==> src/rtl/core/ultrasonic_distance_filter_unit_assert.svh <==
// Assertion macros shared by the distance filter RTL.
`ifndef ULTRASONIC_DISTANCE_FILTER_UNIT_ASSERT_SVH
`define ULTRASONIC_DISTANCE_FILTER_UNIT_ASSERT_SVH
`ifndef NO_ASSERTIONS
`define UDF_ASSERT_IMP(label, clk, rst, ante, cons) \
  label: assert property (@(posedge clk) disable iff (rst) (ante) |-> (cons)) \
    else $error("distance filter check failed");
`define UDF_ASSERT_NEXT(label, clk, rst, ante, cons) \
  label: assert property (@(posedge clk) disable iff (rst) (ante) |=> (cons)) \
    else $error("distance filter sequence check failed");
`else
`define UDF_ASSERT_IMP(label, clk, rst, ante, cons)
`define UDF_ASSERT_NEXT(label, clk, rst, ante, cons)
`endif
`endif

==> src/rtl/core/udf_pkg.sv <==
// Shared types and constants of the ultrasonic distance filter.
package udf_pkg;

  localparam int BYTE_W     = 8;
  localparam int DIST_W     = 14;
  localparam int HEIGHT_W   = 14;
  localparam int OFFSET_W   = 9;
  localparam int SPIKE_W    = 14;
  localparam int HOLDOFF_W  = 8;
  localparam int STATUS_W   = 2;
  localparam int UPPER_W    = 15;
  localparam int CFG_IDX_W  = 8;
  localparam int CFG_DATA_W = 14;

  localparam int MEDIAN_DEPTH_DEF = 7;

  localparam logic [BYTE_W-1:0] HEADER_BYTE = 8'hFF;
  localparam int RANGE_MARGIN = 500;
  localparam int UPPER_CAP    = 16380;
  localparam int ROUND_STEP   = 10;
  localparam int RECIP_MUL    = 52429;
  localparam int RECIP_SHIFT  = 19;
  localparam int PROD_W       = 31;

  localparam logic [HEIGHT_W-1:0]  HEIGHT_RST  = 14'd1000;
  localparam logic [OFFSET_W-1:0]  OFFSET_RST  = 9'd30;
  localparam logic [SPIKE_W-1:0]   SPIKE_RST   = 14'd100;
  localparam logic [HOLDOFF_W-1:0] HOLDOFF_RST = 8'd3;

  localparam logic [CFG_IDX_W-1:0] REG_TANK_HEIGHT   = 8'd0;
  localparam logic [CFG_IDX_W-1:0] REG_SENSOR_OFFSET = 8'd1;
  localparam logic [CFG_IDX_W-1:0] REG_SPIKE_MAX     = 8'd2;
  localparam logic [CFG_IDX_W-1:0] REG_SPIKE_HOLDOFF = 8'd3;

  localparam logic [STATUS_W-1:0] ST_OK    = 2'd0;
  localparam logic [STATUS_W-1:0] ST_SPIKE = 2'd1;
  localparam logic [STATUS_W-1:0] ST_CSUM  = 2'd2;
  localparam logic [STATUS_W-1:0] ST_RANGE = 2'd3;

  typedef struct packed {
    logic              valid;
    logic              csum_ok;
    logic              range_ok;
    logic [DIST_W-1:0] distance;
  } frm_res_t;

endpackage

==> src/rtl/core/udf_frame.sv <==
// Frame assembler with checksum and plausible range check.
module udf_frame (
  input  logic                            clk,
  input  logic                            rst,
  input  logic                            byte_valid,
  input  logic [udf_pkg::BYTE_W-1:0]      rx_byte,
  input  logic [udf_pkg::HEIGHT_W-1:0]    tank_height,
  input  logic [udf_pkg::OFFSET_W-1:0]    sensor_offset,
  output udf_pkg::frm_res_t               frm
);
  import udf_pkg::*;

  typedef enum logic [1:0] {P_HEADER, P_DATA_H, P_DATA_L, P_SUM} pos_t;

  pos_t                  pos;
  logic [BYTE_W-1:0]     data_h;
  logic [BYTE_W-1:0]     data_l;
  logic [BYTE_W-1:0]     sum;
  logic [2*BYTE_W-1:0]   dist_raw;
  logic [UPPER_W-1:0]    upper_raw;
  logic [UPPER_W-1:0]    upper;
  logic                  range_ok;

  always_comb begin
    sum       = HEADER_BYTE + data_h + data_l;
    dist_raw  = {data_h, data_l};
    upper_raw = UPPER_W'(tank_height) + UPPER_W'(sensor_offset) +
                UPPER_W'(RANGE_MARGIN);
    upper     = (upper_raw > UPPER_W'(UPPER_CAP)) ? UPPER_W'(UPPER_CAP) : upper_raw;
    range_ok  = (dist_raw >= (2*BYTE_W)'(sensor_offset)) &&
                (dist_raw <= (2*BYTE_W)'(upper));
  end

  always_ff @(posedge clk) begin
    if (rst) begin
      pos       <= P_HEADER;
      frm.valid <= 1'b0;
    end else begin
      frm.valid <= 1'b0;
      if (byte_valid) begin
        unique case (pos)
          P_HEADER: begin
            if (rx_byte == HEADER_BYTE) begin
              pos <= P_DATA_H;
            end
          end
          P_DATA_H: begin
            data_h <= rx_byte;
            pos    <= P_DATA_L;
          end
          P_DATA_L: begin
            data_l <= rx_byte;
            pos    <= P_SUM;
          end
          P_SUM: begin
            frm.valid    <= 1'b1;
            frm.csum_ok  <= (rx_byte == sum);
            frm.range_ok <= range_ok;
            frm.distance <= dist_raw[DIST_W-1:0];
            pos          <= P_HEADER;
          end
          default: pos <= P_HEADER;
        endcase
      end
    end
  end

endmodule

==> src/rtl/core/udf_median.sv <==
// Circular sample window and median search with one shared comparator.
`include "ultrasonic_distance_filter_unit_assert.svh"
module udf_median #(
  parameter int MEDIAN_DEPTH = udf_pkg::MEDIAN_DEPTH_DEF
) (
  input  logic                       clk,
  input  logic                       rst,
  input  logic                       start,
  input  logic [udf_pkg::DIST_W-1:0] din,
  output logic                       done,
  output logic [udf_pkg::DIST_W-1:0] median
);
  import udf_pkg::*;

  localparam int IDX_W = (MEDIAN_DEPTH > 1) ? $clog2(MEDIAN_DEPTH) : 1;
  localparam int CNT_W = $clog2(MEDIAN_DEPTH + 1);

  typedef enum logic {M_IDLE, M_SCAN} mstate_t;

  mstate_t           state;
  logic [DIST_W-1:0] mem [MEDIAN_DEPTH];
  logic [DIST_W-1:0] rd_a;
  logic [DIST_W-1:0] rd_b;
  logic [IDX_W-1:0]  wr_idx;
  logic [CNT_W-1:0]  fill;
  logic [IDX_W-1:0]  ai;
  logic [IDX_W-1:0]  aj;
  logic              iss_on;
  logic [IDX_W-1:0]  pi;
  logic [IDX_W-1:0]  pj;
  logic              pv;
  logic [CNT_W-1:0]  cnt;
  logic [IDX_W-1:0]  last_idx;
  logic [CNT_W-1:0]  half;
  logic              less;
  logic [CNT_W-1:0]  cnt_tot;

  always_comb begin
    last_idx = IDX_W'(fill - CNT_W'(1));
    half     = fill >> 1;
    less     = (rd_b < rd_a) || ((rd_b == rd_a) && (pj < pi));
    cnt_tot  = cnt + CNT_W'(less);
  end

  always_ff @(posedge clk) begin
    if ((state == M_IDLE) && start) begin
      mem[wr_idx] <= din;
    end
    rd_a <= mem[ai];
    rd_b <= mem[aj];
  end

  always_ff @(posedge clk) begin
    if (rst) begin
      state  <= M_IDLE;
      wr_idx <= '0;
      fill   <= '0;
      iss_on <= 1'b0;
      pv     <= 1'b0;
      done   <= 1'b0;
    end else begin
      done <= 1'b0;
      unique case (state)
        M_IDLE: begin
          pv <= 1'b0;
          if (start) begin
            wr_idx <= (wr_idx == IDX_W'(MEDIAN_DEPTH - 1)) ? '0 : wr_idx + IDX_W'(1);
            if (fill != CNT_W'(MEDIAN_DEPTH)) begin
              fill <= fill + CNT_W'(1);
            end
            ai     <= '0;
            aj     <= '0;
            cnt    <= '0;
            iss_on <= 1'b1;
            state  <= M_SCAN;
          end
        end
        M_SCAN: begin
          pi <= ai;
          pj <= aj;
          pv <= iss_on;
          if (iss_on) begin
            if (aj == last_idx) begin
              aj <= '0;
              ai <= ai + IDX_W'(1);
              if (ai == last_idx) begin
                iss_on <= 1'b0;
              end
            end else begin
              aj <= aj + IDX_W'(1);
            end
          end
          if (pv) begin
            if (pj == last_idx) begin
              cnt <= '0;
              if (cnt_tot == half) begin
                median <= rd_a;
                done   <= 1'b1;
                iss_on <= 1'b0;
                state  <= M_IDLE;
              end
            end else begin
              cnt <= cnt_tot;
            end
          end
        end
        default: state <= M_IDLE;
      endcase
    end
  end

  `UDF_ASSERT_IMP(a_fill_bound, clk, rst, 1'b1, fill <= CNT_W'(MEDIAN_DEPTH))
  `UDF_ASSERT_IMP(a_wr_bound, clk, rst, 1'b1, wr_idx <= IDX_W'(MEDIAN_DEPTH - 1))
  `UDF_ASSERT_IMP(a_start_idle, clk, rst, start, state == M_IDLE)
  `UDF_ASSERT_IMP(a_done_from_scan, clk, rst, done, (state == M_IDLE) && $past(state == M_SCAN))

endmodule

==> src/rtl/core/ultrasonic_distance_filter_unit.sv <==
// Top level of the ultrasonic distance filter: frame checks, median, spike gate, rounding.
// Bytes from the sensor UART enter one at a time; after each accepted byte the unit
// passes its check state and takes no new byte until it is back in idle. The fourth
// byte of a frame yields one result: an error frame goes straight from the check to
// the emit state, while a good frame runs the median search, which ranks each
// candidate against every one of the n valid window entries on one shared comparator
// and stops at the entry of median rank; that result then passes the spike gate and
// rounding before it is emitted. A finished result waits in an output register, and
// bytes are taken again while it waits. Configuration writes are taken at any time.
`include "ultrasonic_distance_filter_unit_assert.svh"
module ultrasonic_distance_filter_unit #(
  parameter int MEDIAN_DEPTH = udf_pkg::MEDIAN_DEPTH_DEF
) (
  input  logic                           clk,
  input  logic                           rst,
  input  logic                           in_valid,
  output logic                           in_ready,
  input  logic [udf_pkg::BYTE_W-1:0]     rx_byte,
  output logic                           out_valid,
  input  logic                           out_ready,
  output logic [udf_pkg::STATUS_W-1:0]   status,
  output logic [udf_pkg::DIST_W-1:0]     distance_mm,
  input  logic                           cfg_valid,
  output logic                           cfg_ready,
  input  logic [udf_pkg::CFG_IDX_W-1:0]  cfg_index,
  input  logic [udf_pkg::CFG_DATA_W-1:0] cfg_data
);
  import udf_pkg::*;

  typedef enum logic [2:0] {S_IDLE, S_CHECK, S_MEDIAN, S_GATE, S_ROUND, S_EMIT} state_t;

  state_t                state;
  logic [HEIGHT_W-1:0]   tank_height;
  logic [OFFSET_W-1:0]   sensor_offset;
  logic [SPIKE_W-1:0]    spike_max_mm;
  logic [HOLDOFF_W-1:0]  spike_holdoff;
  logic [DIST_W-1:0]     last_filtered;
  logic [HOLDOFF_W-1:0]  spike_run;
  logic [STATUS_W-1:0]   res_status;
  logic [DIST_W-1:0]     gate_value;
  logic [PROD_W-1:0]     prod;
  frm_res_t              frm;
  logic                  med_start;
  logic                  med_done;
  logic [DIST_W-1:0]     med_value;
  logic                  in_acc;
  logic [DIST_W-1:0]     delta;
  logic [UPPER_W-1:0]    round_in;
  logic [DIST_W-1:0]     quot;
  logic [DIST_W-1:0]     rounded;
  logic                  out_free;

  assign in_ready  = (state == S_IDLE);
  assign in_acc    = in_valid && in_ready;
  assign cfg_ready = 1'b1;
  assign med_start = (state == S_CHECK) && frm.valid && frm.csum_ok && frm.range_ok;
  assign out_free  = !out_valid || out_ready;

  always_comb begin
    delta    = (med_value > last_filtered) ? med_value - last_filtered
                                           : last_filtered - med_value;
    round_in = UPPER_W'(gate_value) + UPPER_W'(ROUND_STEP - 1);
    quot     = DIST_W'(prod >> RECIP_SHIFT);
    rounded  = (quot << 3) + (quot << 1);
  end

  udf_frame u_frame (
    .clk           (clk),
    .rst           (rst),
    .byte_valid    (in_acc),
    .rx_byte       (rx_byte),
    .tank_height   (tank_height),
    .sensor_offset (sensor_offset),
    .frm           (frm)
  );

  udf_median #(
    .MEDIAN_DEPTH (MEDIAN_DEPTH)
  ) u_median (
    .clk    (clk),
    .rst    (rst),
    .start  (med_start),
    .din    (frm.distance),
    .done   (med_done),
    .median (med_value)
  );

  always_ff @(posedge clk) begin
    if (rst) begin
      tank_height   <= HEIGHT_RST;
      sensor_offset <= OFFSET_RST;
      spike_max_mm  <= SPIKE_RST;
      spike_holdoff <= HOLDOFF_RST;
    end else if (cfg_valid) begin
      unique case (cfg_index)
        REG_TANK_HEIGHT:   tank_height   <= cfg_data[HEIGHT_W-1:0];
        REG_SENSOR_OFFSET: sensor_offset <= cfg_data[OFFSET_W-1:0];
        REG_SPIKE_MAX:     spike_max_mm  <= cfg_data[SPIKE_W-1:0];
        REG_SPIKE_HOLDOFF: spike_holdoff <= cfg_data[HOLDOFF_W-1:0];
        default: ;
      endcase
    end
  end

  always_ff @(posedge clk) begin
    if (rst) begin
      state         <= S_IDLE;
      last_filtered <= '0;
      spike_run     <= '0;
      out_valid     <= 1'b0;
    end else begin
      if (out_valid && out_ready && !((state == S_EMIT) && out_free)) begin
        out_valid <= 1'b0;
      end
      unique case (state)
        S_IDLE: begin
          if (in_acc) begin
            state <= S_CHECK;
          end
        end
        S_CHECK: begin
          if (!frm.valid) begin
            state <= S_IDLE;
          end else if (!frm.csum_ok) begin
            res_status <= ST_CSUM;
            prod       <= '0;
            state      <= S_EMIT;
          end else if (!frm.range_ok) begin
            res_status <= ST_RANGE;
            prod       <= '0;
            state      <= S_EMIT;
          end else begin
            state <= S_MEDIAN;
          end
        end
        S_MEDIAN: begin
          if (med_done) begin
            state <= S_GATE;
          end
        end
        S_GATE: begin
          res_status <= ST_OK;
          gate_value <= med_value;
          if (last_filtered == '0) begin
            last_filtered <= med_value;
          end else if (spike_run >= spike_holdoff) begin
            last_filtered <= med_value;
            spike_run     <= '0;
          end else if (delta > spike_max_mm) begin
            spike_run  <= spike_run + HOLDOFF_W'(1);
            gate_value <= last_filtered;
            res_status <= ST_SPIKE;
          end else begin
            last_filtered <= med_value;
            spike_run     <= '0;
          end
          state <= S_ROUND;
        end
        S_ROUND: begin
          prod  <= PROD_W'(round_in) * PROD_W'(RECIP_MUL);
          state <= S_EMIT;
        end
        S_EMIT: begin
          if (out_free) begin
            out_valid   <= 1'b1;
            status      <= res_status;
            distance_mm <= rounded;
            state       <= S_IDLE;
          end
        end
        default: state <= S_IDLE;
      endcase
    end
  end

  `UDF_ASSERT_IMP(a_done_in_median, clk, rst, med_done, state == S_MEDIAN)
  `UDF_ASSERT_IMP(a_frame_in_check, clk, rst, frm.valid, state == S_CHECK)
  `UDF_ASSERT_NEXT(a_emit_loads, clk, rst, (state == S_EMIT) && out_free, out_valid)
  `UDF_ASSERT_NEXT(a_first_sample_ok, clk, rst, (state == S_GATE) && (last_filtered == '0), res_status == ST_OK)

endmodule
==> config.mk <==
export PLATFORM = sky130hd
export DESIGN_NAME = ultrasonic_distance_filter_unit
export DESIGN_NICKNAME = d
export VERILOG_FILES = /design/src/rtl/core/udf_pkg.sv /design/src/rtl/core/udf_frame.sv /design/src/rtl/core/udf_median.sv /design/src/rtl/core/ultrasonic_distance_filter_unit.sv
export VERILOG_INCLUDE_DIRS = /design/src /design/src/rtl/core
export SDC_FILE = /design/constraint.sdc
export NUM_CORES = 1
export LEC_CHECK = 0
export ABC_AREA = 1
export BUFFER_PORTS_ARGS = -buffer_cell sky130_fd_sc_hd__buf_2
export CORE_ASPECT_RATIO = 0.75
export CORE_MARGIN = 2
export CORE_UTILIZATION = 40
export DETAILED_ROUTE_END_ITERATION = 16
export PLACE_DENSITY_LB_ADDON = 0.15
export SLEW_MARGIN = 20
export SYNTH_ARGS = -nofsm -noshare
export SYNTH_HDL_FRONTEND = slang
export SYNTH_SLANG_ARGS = --single-unit
==> constraint.sdc <==
create_clock -name clk -period 7.6 [get_ports clk]
set_clock_uncertainty 0.15 [all_clocks]
set_input_delay 0 -clock clk [delete_from_list [all_inputs] [get_ports clk]]
set_output_delay 0 -clock clk [all_outputs]
set_load 0.02 [all_outputs]
# Yosys cells after proc, flatten, opt, wreduce, memory -nomap -nowiden
# Memories as Yosys holds them, arrays and structs flattened. A register that Yosys moved wholly into a read port is not among the register bits.
# Index checks and enable logic that the tools add are counted.
# word_totals
ff_bits,208
ram_bits,98
input_bits,35
output_inout_bits,19
word_cells,195
memories,1
# mem_list
name,words,word_bits,read_ports,rd_ports_with_merged_regs,wr,line_no,rtl
u_median.mem,7,14,2,2,1,udf_median.sv:21,logic [DIST_W-1:0] mem [MEDIAN_DEPTH];
# op_classes
n_addsub,15
mul,1
magnitude_cmp,8
n_eq_ne,30
n_mux,59
bitwise,6
n_reduce_logical,43
# op_table
op,count
two-way mux 31 bit,3
one-hot mux 31 bit (2 select lines),1
two-way mux 14 bit,4
two-way mux 3 bit,14
"multiplier 15 x 16 -> 31 bit, second input constant",1
> comparator 14 bit,2
subtractor 14 bit,2
AND reduction 3 bit,8
two-way mux 1 bit,20
one-hot mux 3 bit (2 select lines),3
one-hot mux 3 bit (6 select lines),1
AND reduction 2 bit,9
two-way mux 17 bit,1
"== test 8 x 2 -> 1 bit, second input constant",2
greater-or-equal comparator 16 x 9 -> 1 bit,1
<= comparator 16 x 15 -> 1 bit,1
two-way mux 8 bit,2
"adder 14 x 4 -> 15 bit, second input constant",1
adder 14 x 9 -> 15 bit,1
"adder 15 x 9 -> 15 bit, second input constant",1
"> comparator 15 x 14 -> 1 bit, second input constant",1
two-way mux 15 bit,1
adder 14 x 13 -> 14 bit,1
== test 14 bit,1
39 further kinds,80

# Longest topological paths before layout
# logic_depth
ltp_word,9
mapped_depth,30
mapped_depth_nobuf,30

# Modules after synthesis
# From an unflattened synthesis, not the netlist that was laid out.
# hier_totals
cells_unflattened,2724
hier_area_um2,22185.0
# by_module_without_submodules
module,n_inst,cells_each,area_per_inst_um2,seq_area_each_um2
ultrasonic_distance_filter_unit,1,1578,11619.9,2712.6
udf_median,1,722,7314.5,4574.4
udf_frame,1,424,3250.6,1021.0

# Least setup slack after synthesis
# Ideal clock, no wire load.
# synth_timing
path_type,register to register
startpoint,reg gate_value[0]
endpoint,reg prod[27] (data pin)
setup_ns,0.255
arrival_ns,5.521
required_time_ns,7.195
path_slack_ns,1.674
stages_incl_launch_ff,28
path_buffers,0
period_less_slack_ns,5.926
path_cell_list,edfxtp_1 > ha_1 > nand2_1 > nand2_2 > nand3b_4 > nor2_4 > nand3_1 > xor2_1 > inv_1 > nor2_1 > nor2_1 > fa_1 > inv_1 > fa_1 > fa_1 > inv_1 > fa_1 > fa_1 > ha_1 > nand2_1 > nor2_1 > inv_1 > o21ai_0 > inv_1 > nor2_1 > nor2_1 > a21oi_1 > nor2_1
# synth_via
elab_chain_cells,3
# synth_rtl
element,line_no,rtl
from (decl),ultrasonic_distance_filter_unit.sv:40,logic [DIST_W-1:0] gate_value;
from (signal assigned),ultrasonic_distance_filter_unit.sv:143,gate_value <= med_value;
from (signal assigned),ultrasonic_distance_filter_unit.sv:151,gate_value <= last_filtered;
adder 14 x 4 -> 15 bit,ultrasonic_distance_filter_unit.sv:62,round_in = UPPER_W'(gate_value) + UPPER_W'(ROUND_STEP - 1);
multiplier 15 x 16 -> 31 bit,ultrasonic_distance_filter_unit.sv:160,prod <= PROD_W'(round_in) * PROD_W'(RECIP_MUL);
one-hot mux 31 bit (2 select lines),ultrasonic_distance_filter_unit.sv:115,unique case (state)
to (signal assigned),ultrasonic_distance_filter_unit.sv:160,
to (decl),ultrasonic_distance_filter_unit.sv:41,logic [PROD_W-1:0] prod;
# No other way between the ends.
# A chain may end at the register's enable or synchronous reset.

# Worst setup path in the final report
# layout_timing
startpoint,reg gate_value[0]
endpoint,reg prod[30] (data pin)
# The elaborated chain is that of the path after synthesis.

==> metrics.md <==
| Metric | Value |
|---|---|
| Antenna Nets Post-Route | `0` |
| Pint | `2.852 mW` |
| DP Cell Count | `3337` |
| Mux cell area share after synthesis | `0` |
| Critical path fanouts, max | `5` |
| Vias per cell | `5.111` |
| CTS H-tree lvls | `2` |
| Fin crit share | `0.8562` |
| Leak pwr | `11.30 nW` |
| Comb pwr share | `0.019` |
| Relative slew slack | `0.2662` |
| Unrepaired setup endpoints after global routing | `false` |
| Buffers plus inverters on the worst setup path | `5` |
| Total setup buffers inserted after CTS | `0` |
| Clock transition at path regs | `60 ps` |
| DIE WIDTH | `274.3 µm` |
| GRT Total Usage | `0.2095` |
| Final setup vio count | `0` |
| Vias in the first global route | `16700` |
| Max VDD drop | `0.0001761 V` |
| Avg WL per Cell | `16.97 µm` |
| Port buffer count | `51` |
| Post-Synth XOR/XNOR Area | `0.03197` |
| IO Pins | `54` |
| Yosys cell types | `58` |
| Slew @ Worst Pin | `1099 ps` |
| Max cap viols | `0` |
| CP Launch Type | `flop` |
| Crit Path Class | `flop to flop` |
| GPL Wtd Cong | `0.9321` |
| Synth Register Bits | `314` |
| Most frequent cells in the layout | `inv_1 (451), nand2_1 (438), ha_1 (252)` |
| Net Sw Power | `771.6 µW` |
| Max Clk Rate | `0.1537 GHz` |
| Setup_tns | `0 ps` |
| Mapped Cells | `2613` |
| Worst setup EP type | `flop` |
| Total number of vias | `17550` |
| Slowest-stage cell, CP | `fa_1` |
| Drt total wl | `58.29 mm` |
| Total power | `3.623 mW` |
| Layout overhead on the synthesized area | `11.61%` |
| DRC Markers | `0` |
| Initial Utilization | `0.4040` |
| Max stage delay on crit path | `550 ps` |
| First-pass GRT wire length | `92.23 mm` |
| HPWL after detailed placement | `44.18 mm` |
| Ys Warns | `0` |
| Async SR Flop Fraction | `0` |
| CTS Buf Count | `35` |
| Place WS | `1112 ps` |
| Critical path data arrival time | `6670 ps` |
| Syn Area/Cell | `8.389 µm²` |
| Cell family with most CP delay | `adder cells` |
| CTS tree | `yes` |
| Clock tree buffer depth | `3` |
| First-pass DRT Iterations | `5` |
| Worst-Skew Late Latency | `570 ps` |
| Initial DRC count | `1485` |
| Outcome | `complete, no violations` |
| Share of layout cells above drive strength 1 | `0.06305` |
| Largest family of logic cells by synthesized area | `adder cells` |
| Worst hold path class | `primary input to flop` |
| Initial antenna violation count | `3` |
| Die area | `56710 µm²` |
| Mapped cell area | `21920 µm²` |
| Grt total ovfl | `0` |
| Total inserted antenna cells | `0` |
| Power Dens Cells | `148.1 nW/µm²` |
| Sw Ratio | `0.2130` |
| Area fraction in compound gates after synthesis | `0.1212` |
| Max-slew violations | `0` |
| Final worst slack | `1093 ps` |
| Most common cell after layout, fill and taps aside | `inv_1` |
| Clock root cell | `clkbuf_16` |
| CP required | `7770 ps` |
| NumNets Final | `3035` |
| Crit path top cell by count | `nand2_1` |
| Sequential Power Share | `0.496` |
| # fillers | `5265` |
| Post-Layout Cell Count | `3434` |
| DP Area | `22950 µm²` |
| Fin area | `24460 µm²` |
| Number of synthesized flops with an enable pin | `202` |
| Hold WS | `25.80 ps` |
| Clk network pwr share | `0.485` |
| Ys flop type | `edfxtp_1` |
| Die span in y | `206.7 µm` |
| Seq/Total Area, Yosys | `0.3790` |
| Placeable Area | `54260 µm²` |
| Min Clock Period, post-route | `6507 ps` |
| Clock Sink Count | `314` |
| Adder-cell share of the synthesized area | `0.2014` |
| Synth Area in Simple Gates | `0.1739` |
| FP Rows | `74` |
| Final hold violation count | `0` |
| Final core occ | `0.4509` |
| Largest net degree at the start of global routing | `61` |
[worst min-delay path, stage by stage]
cell and delay [ps]:
buf_2 70, or2_2 110, nor3b_2 50, nand2_1 330
a21oi_1 120
[sequential cells by signal (all words and copies together), names as in the netlist, 3 cells and up]
| signal | cells |
|---|---|
| spike_holdoff | 8 |
| last_filtered | 14 |
| u_median.cnt | 3 |
| spike_max_mm | 14 |
| u_median.pj | 3 |
| tank_height | 14 |
| u_median.mem | 98 |
| u_median.median | 14 |
| u_frame.data_h | 8 |
| u_median.wr_idx | 3 |
| u_median.pi | 3 |
| spike_run | 8 |
| u_median.rd_a | 14 |
| gate_value | 14 |
| prod | 12 |
| u_median.rd_b | 14 |
| u_median.fill | 3 |
| distance_mm | 13 |
| u_median.aj | 3 |
| sensor_offset | 9 |
| u_median.ai | 3 |
| u_frame.frm | 17 |
| u_frame.data_l | 8 |
| state | 3 |
[layer usage]
| layer | wire length, µm | part of all wire | global-route usage |
|---|---|---|---|
| met1 | 29460 | 0.51 | 0.3180 |
| met2 | 23740 | 0.41 | 0.3045 |
| met3 | 4120 | 0.071 | 0.03968 |
| met4 | 965 | 0.017 | 0.05085 |
| met5 | 0 | 0 | 0 |
[final timing paths]
| check | depth (start not counted) | startpoint | slack, ps | end |
|---|---|---|---|---|
| setup / recovery | 30 | gate_value[0] | 1090 | prod[30] |
| hold / removal | 5 | cfg_index[2] | 30 | spike_holdoff[7] |
| setup reg to reg | 30 | gate_value[0] | 1090 | prod[30] |
| hold reg to reg | 0 | res_status[1] | 280 | status[1] |
[power by group through the flow]
stage          clock network (mW)  registers [mW]  logic, mW
2_1_floorplan                   0            1.83     0.0303
3_3_place_gp                    0            1.83     0.0546
3_5_place_dp                    0            1.83     0.0557
4_1_cts                      1.80            1.80     0.0677
5_1_grt                      1.88            1.80     0.0755
6_report                     1.76            1.80     0.0686
[cell usage after synthesis, drive strengths merged (5+ instances only)]
master,n,area [µm²]
or2,9,58.81
nand4,46,287.8
o21ai,212,1069
o21bai,8,60.06
nor2,259,1010
buf,16,113.9
a211oi,13,97.59
a21o,12,90.09
xor2,56,498.0
fa,63,1261
inv,458,1719
o22ai,29,181.4
o21a,8,60.06
ha,252,3153
nor3,25,130.1
nand3,83,420.4
o211ai,16,120.1
xnor2,21,202.7
edfxtp,202,6066
a21oi,174,870.8
and2,5,35.04
nor4,5,37.53
nand2,448,1707
dfxtp,112,2242
nand3b,9,80.08
clkbuf,48,180.2
[cell type report]
type                    count  area, µm²  area share
multi-input cells        1776      11660      0.4764
well taps                 722      903.4     0.03693
repair buffers             98      690.7     0.02823
inverters                 460       1727     0.07058
flip-flops and latches    314       8308      0.3396
clock inverters            20      240.2    0.009819
clock buffers              44      939.7     0.03841
[kinds of logic (layout without fill, tap and decap cells)]
kind of cell    after synthesis  in the layout
compound gates              486            486
xor+xnor                     77             77
fa+ha+maj                   315            315
buf+inv                     524            622
other cells                   2              3
simple gates                895            895
flops                       314            314
[repair_timing]
item | 4_1_cts | 5_1_grt
gates resized for setup | 0 | 0
hold buffers | 33 | 0
hold endpoints to repair | 97 | 0
Note: power is estimated with default switching activity, not from simulation.
